**src/design/mqmr_pkg.sv**
```systemverilog
package mqmr_pkg;

  localparam int QUEUES        = 4;
  localparam int SLOTS         = 8;
  localparam int MESSAGE_BYTES = 32;

  localparam int QW  = (QUEUES > 1) ? $clog2(QUEUES) : 1;
  localparam int PW  = $clog2(SLOTS);
  localparam int IW  = (MESSAGE_BYTES > 1) ? $clog2(MESSAGE_BYTES) : 1;
  localparam int CW  = $clog2(MESSAGE_BYTES + 1);
  localparam int BAW = QW + PW + IW;
  localparam int LAW = QW + PW;
  localparam int BYTE_DEPTH = 1 << BAW;
  localparam int LEN_DEPTH  = 1 << LAW;

  localparam logic ACT_PUSH = 1'b0;
  localparam logic ACT_POP  = 1'b1;

  localparam logic [1:0] ST_OK    = 2'd0;
  localparam logic [1:0] ST_FULL  = 2'd1;
  localparam logic [1:0] ST_EMPTY = 2'd2;
  localparam logic [1:0] ST_TRUNC = 2'd3;

  localparam logic [1:0] DROP_NONE  = 2'd0;
  localparam logic [1:0] DROP_FULL  = 2'd1;
  localparam logic [1:0] DROP_TRUNC = 2'd2;

  typedef struct packed {
    logic push_acc;
    logic pop_acc;
    logic emit_byte;
    logic emit_okz;
  } mqmr_cmd_t;

  typedef struct packed {
    logic out_free;
    logic pop_empty;
    logic len_zero;
    logic byte_last;
  } mqmr_sts_t;

  function automatic logic [PW-1:0] next_slot(input logic [PW-1:0] p);
    return (p == PW'(SLOTS - 1)) ? '0 : p + PW'(1);
  endfunction

endpackage

```
**src/design/mqmr_ctrl.sv**
```systemverilog
module mqmr_ctrl (
  input  logic                clk_i,
  input  logic                rst_ni,
  input  logic                in_valid_i,
  input  logic                action_i,
  input  mqmr_pkg::mqmr_sts_t sts_i,
  output logic                in_ready_o,
  output mqmr_pkg::mqmr_cmd_t cmd_o
);
  import mqmr_pkg::*;

  localparam logic S_IDLE   = 1'b0;
  localparam logic S_STREAM = 1'b1;

  logic state_q, state_d;

  always_comb begin
    in_ready_o = (state_q == S_IDLE) && sts_i.out_free;
    cmd_o      = '0;
    state_d    = state_q;
    case (state_q)
      S_IDLE: begin
        if (in_valid_i && sts_i.out_free) begin
          if (action_i == ACT_PUSH) begin
            cmd_o.push_acc = 1'b1;
          end else begin
            cmd_o.pop_acc = 1'b1;
            if (!sts_i.pop_empty) state_d = S_STREAM;
          end
        end
      end
      S_STREAM: begin
        if (sts_i.out_free) begin
          if (sts_i.len_zero) begin
            cmd_o.emit_okz = 1'b1;
            state_d        = S_IDLE;
          end else begin
            cmd_o.emit_byte = 1'b1;
            if (sts_i.byte_last) state_d = S_IDLE;
          end
        end
      end
      default: state_d = S_IDLE;
    endcase
  end

  always_ff @(posedge clk_i or negedge rst_ni) begin
    if (!rst_ni) begin
      state_q <= S_IDLE;
    end else begin
      state_q <= state_d;
    end
  end

`ifndef SYNTHESIS
  a_no_accept_in_stream: assert property (@(posedge clk_i) disable iff (!rst_ni)
    (state_q == S_STREAM) |-> !in_ready_o)
    else $error("input accepted while a pop streams");
  a_cmd_exclusive: assert property (@(posedge clk_i) disable iff (!rst_ni)
    $onehot0({cmd_o.push_acc, cmd_o.pop_acc, cmd_o.emit_byte, cmd_o.emit_okz}))
    else $error("conflicting datapath commands");
  a_pop_starts_stream: assert property (@(posedge clk_i) disable iff (!rst_ni)
    (cmd_o.pop_acc && !sts_i.pop_empty) |=> (state_q == S_STREAM))
    else $error("nonempty pop did not start streaming");
  a_last_byte_ends: assert property (@(posedge clk_i) disable iff (!rst_ni)
    (cmd_o.emit_byte && sts_i.byte_last) |=> (state_q == S_IDLE))
    else $error("stream did not end after last byte");
`endif

endmodule

```
**config.mk**
```make
export PLATFORM = sky130hd
export DESIGN_NAME = mqmr_ctrl
export DESIGN_NICKNAME = d
export VERILOG_FILES = /design/src/design/mqmr_pkg.sv /design/src/design/mqmr_ctrl.sv
export SDC_FILE = /design/constraint.sdc
export NUM_CORES = 1
export LEC_CHECK = 0
export BUFFER_PORTS_ARGS = -buffer_cell sky130_fd_sc_hd__buf_2
export CAP_MARGIN = 20
export CORE_AREA = 5 5 42 44
export DETAILED_ROUTE_END_ITERATION = 7
export DIE_AREA = 0 0 47 49
export PLACE_DENSITY = 0.3
export SLEW_MARGIN = 20
export SYNTH_ARGS = -nofsm -noshare
export SYNTH_HDL_FRONTEND = slang
export SYNTH_SLANG_ARGS = --single-unit
```
**constraint.sdc**
```tcl
create_clock -name clk_i -period 1.78 [get_ports clk_i]
set_input_delay 0.089 -clock clk_i [delete_from_list [all_inputs] [get_ports clk_i]]
set_output_delay 0.089 -clock clk_i [all_outputs]
set_load 0.02 [all_outputs]
```
# Word level (Yosys, flattened, before mapping)
# Cells that the tools add are included.
# word_totals
ff_bits,1
inputBits,8
out_inout_bits,5
word_cells,19
# op_classes
n_mux,15
bitwise_logic,1
reduce_logical,2
# op_table
operator,count
$mux W1,10
$mux W2,4
$logic_and A1 B1 Y1,2
$pmux W1 S2,1
$not A1 Y1,1

# Depth between registers and ports, before layout
# Gate-level depths: netlist of run 1.
# depth
depth_word,4
mapped_depth,2

# Least setup slack after synthesis of run 1
# Ideal clock, no wire load.
# synth_timing
kind,register -> output
start,reg state_q
end,out cmd_o[3] (netlist name)
t_arrival_ps,946
required_ps,1691
slack_ps,745
path_stages_with_launch,3
path_buffers,0
path_cell_list,dfrtp_1 nor2b_2 and3b_1
# synth_lines
element,line_no,rtl
from (decl),mqmr_ctrl.sv:15,"logic state_q, state_d;"
from (signal assigned),mqmr_ctrl.sv:51,state_q <= state_d;
to (decl),mqmr_ctrl.sv:8,output mqmr_pkg::mqmr_cmd_t cmd_o

==> results of run 1 <==
==> cell usage in the layout, fill, tap and decap left out <==
| master | instances |
|---|---|
| buf_2 | 12 |
| nand4b_1 | 1 |
| inv_1 | 1 |
| nor2b_2 | 1 |
| o21ai_0 | 1 |
| o2bb2ai_1 | 1 |
| and3b_1 | 1 |
| nand2_1 | 1 |
| nor2_1 | 1 |
| and3_1 | 1 |
| dlygate4sd3_1 | 1 |
| dfrtp_1 | 1 |
==> cell families after synthesis <==
| kind of cell | count (synthesis) |
|---|---|
| and+or+nand+nor | 6 |
| AOI/OAI and AO/OA | 2 |
| DFF | 1 |
| buffers and inverters | 1 |
==> per-stage QoR <==
step	instance area [um^2]	cells	setup WS [ns]	power, mW
after floorplan	82.6	10	0.745	0.0409
after global placement	163	38	0.864	0.0564
after detailed placement	163	38	0.846	0.0572
after CTS	173	39	0.843	0.0591
after global routing	173	39	0.773	0.0633
final	173	39	0.846	0.0584
==> routing by layer <==
layer | track usage | part of all wire | up-vias
li1 | - | - | 62
met1 | 0.0480 | 0.44 | 45
met2 | 0.0498 | 0.24 | 13
met3 | 0.0443 | 0.32 | 0
met4 | 0 | 0 | 0
met5 | 0 | 0 | -
==> worst max-delay path, cell delays in order, from the launching register on <==
cell	delay [ns]
dfrtp_1	0.40
nand4b_1	0.22
inv_1	0.07
buf_2	0.16
==> report_power, final <==
part           leakage, nW  total, mW  switching, mW  internal (mW)
registers           0.0134     0.0272        0.00229         0.0249
logic               0.0902     0.0312         0.0161         0.0150
clock network            0          0              0              0
==> final cells by class <==
type                       instances  area (um^2)
fill                             171         1230
multi-input combinational          8         53.8
tap                               16         20.0
sequential                         1         25.0
inverter                           1         3.75
timing repair buffer              13         70.1
==> worst paths after layout <==
kind	cells after the start	slack (ns)	endpoint
worst min-delay path	2	0.27	state_q
min in group asynchronous	2	0.41	state_q
worst max-delay path	3	0.85	cmd_o[2]
worst min register to register	1	0.56	state_q
max in group asynchronous	2	1.28	state_q
worst max register to register	2	0.93	state_q
==> repair_timing <==
| action | 4_1_cts | 5_1_grt |
|---|---|---|
| endpoints found under the setup margin | 0 | 0 |
| endpoints found under the hold margin | 1 | 0 |
| hold buffers | 1 | 0 |
==> metrics, run 1 <==
FP Rows=14; vias per inst=3.08; area grow syn2layout=109%; grt total ovfl=0; Hold Fails Final Rpt=0; Reg2Reg Launch Point=state_q; Mapped Nets=18; Post-Syn Area per Cell=8.26 um^2; leading area contributor after synthesis=dfrtp_1; max_slew headroom=0.895; routed vias=120; sequential area share after synthesis=0.303; final setup violating endpoints=0; final wirelength=404 um; asr flop ratio synth=1.00; GRT Total Usage=0.0394; post-route clock period utilization=0.525; placer congestion estimate=0.793; post-CTS setup buffer count=0; ranking of synthesized cells by area=dfrtp_1 30%, and3b_1 11%, nand4b_1 11%; largest family of logic cells by synthesized area=simple AND/OR/NAND/NOR gates; post-synthesis xor/xnor area fraction=0; Hold Path Origin=sts_i[2]; Post-Synth Adder-Cell Area=0; Hold Path Class=in2reg; Netlist Area Pre-Place=82.6 um^2; vias in the first global route=152; Detail Route Antenna Nets=0; fmax=1.07 GHz; IO buf count=12; worst vdd ir=0.0732 mV; Slew Limit Fails=0; dpl hpwl=372 um; slew at the pin with the worst max-slew slack=0.155 ns; Yosys cell types=10; Hold WS=0.266 ns; Boundary Pins=13; Synth Area in Compound Gates=0.167; Setup CP Type=reg2out; initial cell density of the core=0.0589; power density over the cells=338 nW/um^2; Yosys reg bits=1; crit path DAT=0.85 ns; largest register by flop count=state_q; Max-Cap Viols=0; Die ar.=2300 um^2; drt initial violations=1; final setup TNS=0 ns; Post-synth EDFFs=0; multiplexer share of the synthesized area=0; status=finished, final reports clean; antenna violations before repair=0; final core utilization=0.123; die extent in x=47 um; largest registers=state_q: 1 flops; largest net degree at the start of global routing=6; Worst-Skew Late Latency=0 ns; max FFs per register=1; Pleak=0.104 nW; clk slew on worst S/H paths=0 ns; Ant. Diodes=0; wire per inst=10.4 um; Simple-Gate Fraction of Synth Area=0.485; CP Capture Type=output pin; Pre-antenna DRT Iters=2; DRC Markers=0; Die Span Y=49 um; share of cells above drive strength 1=0.565; area share of the largest cell type after synthesis=0.303; synth warn=0; Critical Path Source Type=flip-flop; critical-path maximum fanout=5; post_cts resized=0; Post-Synthesis Cells=10; fin nets=33; clock skew=0 ns; unrepaired setup endpoints after global routing=false; WP data required=1.69 ns; first-pass GRT wire length=703 um; core region area=1400 um^2; Top FF cell, synth=dfrtp_1; min cycle time layout=0.934 ns; Worst setup startpoint=state_q
(Power assumes the default switching activity.)
==> inputs of run 2 (changes only) <==
==> constraint.sdc (replaced) <==
create_clock -name clk_i -period 0.8 [get_ports clk_i]
set_input_delay 0.04 -clock clk_i [delete_from_list [all_inputs] [get_ports clk_i]]
set_output_delay 0.04 -clock clk_i [all_outputs]
set_load 0.02 [all_outputs]
==> metrics, run 2 (same netlist as run 1, synthesis figures left out) <==
status=finished with violations; failing checks=setup timing; hold depth=2 (unchanged); Ant. Diodes=0 (unchanged); IO buf count=12 (unchanged); largest stage delay on the critical path=0.42 ns (+0.02 ns); die extent in x=47 um (unchanged); largest net degree at the start of global routing=6 (unchanged); flop-to-flop setup slack=-0.05 ns (-0.98 ns); Reg2Reg Depth=2 (unchanged); critical path cell sequence=nor2b_4, and3b_2, buf_6; most common cell after layout, fill and taps aside=buf_2; first-pass GRT wire length=648 um (-7.8%); Setup CP Type=reg2out; power density over the cells=735 nW/um^2 (+120%); Pleak=0.115 nW (+11%); CP Capture Type=output pin; Slew Limit Fails=0 (unchanged); critical-path maximum fanout=5 (unchanged); final setup violating endpoints=3 (+3); Hold Path Class=in2reg; largest registers=state_q: 1 flops; vias in the first global route=139 (-8.6%); DRC Markers=0 (unchanged); Reg-to-Reg End=state_q; dpl ws=-0.116 ns (-0.962 ns); final setup margin=-0.0914 ns (-0.937 ns); Pre-antenna DRT Iters=1 (-1); FP Rows=14 (unchanged); post-route clock period utilization=1.11; min cycle time layout=0.891 ns; initial cell density of the core=0.0589 (unchanged); worst vdd ir=0.248 mV (+240%); final setup TNS=-0.222 ns (-0.222 ns); dpl hpwl=364 um (-2.2%); family with the most delay on the worst path=flip-flops; area grow syn2layout=161%; most frequent cells in the layout=8 x buf_2, 4 x buf_6; grt total ovfl=0 (unchanged); slowest stage cell, crit path=dfrtp_2; max_slew headroom=0.903 (+0.00770); share of cells above drive strength 1=0.708 (+0.143); Detail Route Antenna Nets=0 (unchanged); CP bufs+invs=1 (-1); vias per inst=3.23 (+4.8%); fin cells=40 (+2.6%); WP data required=0.76 ns (-0.93 ns); core region area=1400 um^2 (unchanged); Max-Cap Viols=0 (unchanged); Die ar.=2300 um^2 (unchanged); largest register by flop count=state_q; wire per inst=10.0 um (-3.5%); fin nets=34 (+3.0%); antenna violations before repair=0 (unchanged); clk slew on worst S/H paths=0 ns (unchanged); fmax=1.12 GHz; final wirelength=400 um (-0.99%); Die Span Y=49 um (unchanged); drt initial violations=0 (-1); Reg2Reg Launch Point=state_q; unrepaired setup endpoints after global routing=true; routed vias=129 (+7.5%); clock skew=0 ns (unchanged); DP Cell Count=39 (+2.6%); Hold Path Origin=sts_i[2]; Critical Path Source Type=flip-flop; Boundary Pins=13 (unchanged); max FFs per register=1 (unchanged); placer congestion estimate=0.801 (+1.0%); Worst-Skew Late Latency=0 ns (unchanged); crit path DAT=0.85 ns (about the same); GRT Total Usage=0.0366 (-0.00279); Worst Hold End=state_q; Hold Fails Final Rpt=0 (unchanged); slew at the pin with the worst max-slew slack=0.144 ns (-0.0114 ns)
## run 2: cell count changes in the layout (fill, tap and decap cells not counted)
| cell | previous run | this run |
|---|---|---|
| and3b_1 | 1 | 0 |
| and3b_2 | 0 | 1 |
| buf_2 | 12 | 8 |
| buf_4 | 0 | 1 |
| buf_6 | 0 | 4 |
| dfrtp_1 | 1 | 0 |
| dfrtp_2 | 0 | 1 |
| nor2_1 | 1 | 0 |
| nor2_2 | 0 | 1 |
| nor2b_2 | 1 | 0 |
| nor2b_4 | 0 | 1 |
## run 2: metal layers
metal,global-route usage,part of all wire,vias up
met5,0,0,-
met4,0,0,0
met3,0.0332,0.31,0
met2,0.0385,0.22,13
met1,0.0569,0.47,51
li1,-,-,65
## run 2: timing repair
action                                  CTS  global route
hold endpoints to repair                  1             0
endpoints found under the setup margin    5             6
pin swaps                                 0             1
cloned                                    0             0
gates resized for setup                   7             3
setup buffers                             0             0
hold buffers                              1             0
## run 2: how the worst max path moves through the flow
stage / start / to / slack, ns / cells past startpoint
floorplan: state_q / cmd_o[3] / -0.1 / 2
global placement: state_q / cmd_o[3] / -0.10 / 3
detailed placement: state_q / cmd_o[3] / -0.12 / 3
CTS: state_q / cmd_o[2] / -0.1 / 3
global route: state_q / cmd_o[2] / -0.13 / 3
finish: state_q / cmd_o[3] / -0.09 / 3
## run 2: stage by stage
stage               cell area (um^2)  power [mW]   util  hold WS (ns)
finish                           215       0.158  0.154         0.222
global route                     215       0.169  0.154         0.229
CTS                              208       0.154  0.148         0.218
detailed placement               176       0.137  0.126        -0.183
global placement                 176       0.136  0.126        -0.181
floorplan                       88.8      0.0956      -        -0.256
## run 2: layout make-up
type	count	area, um^2
sequential	1	26.3
inverter	1	3.75
fill	167	1190
multi-input combinational	8	62.6
tap	16	20.0
timing repair buffer	14	103
## run 2: power by group
part	switching, mW	internal (mW)	total [mW]
Combinational	0.0409	0.0548	0.0956
Sequential	0.00639	0.0563	0.0627
Clock	0	0	0
Total	0.0473	0.111	0.158
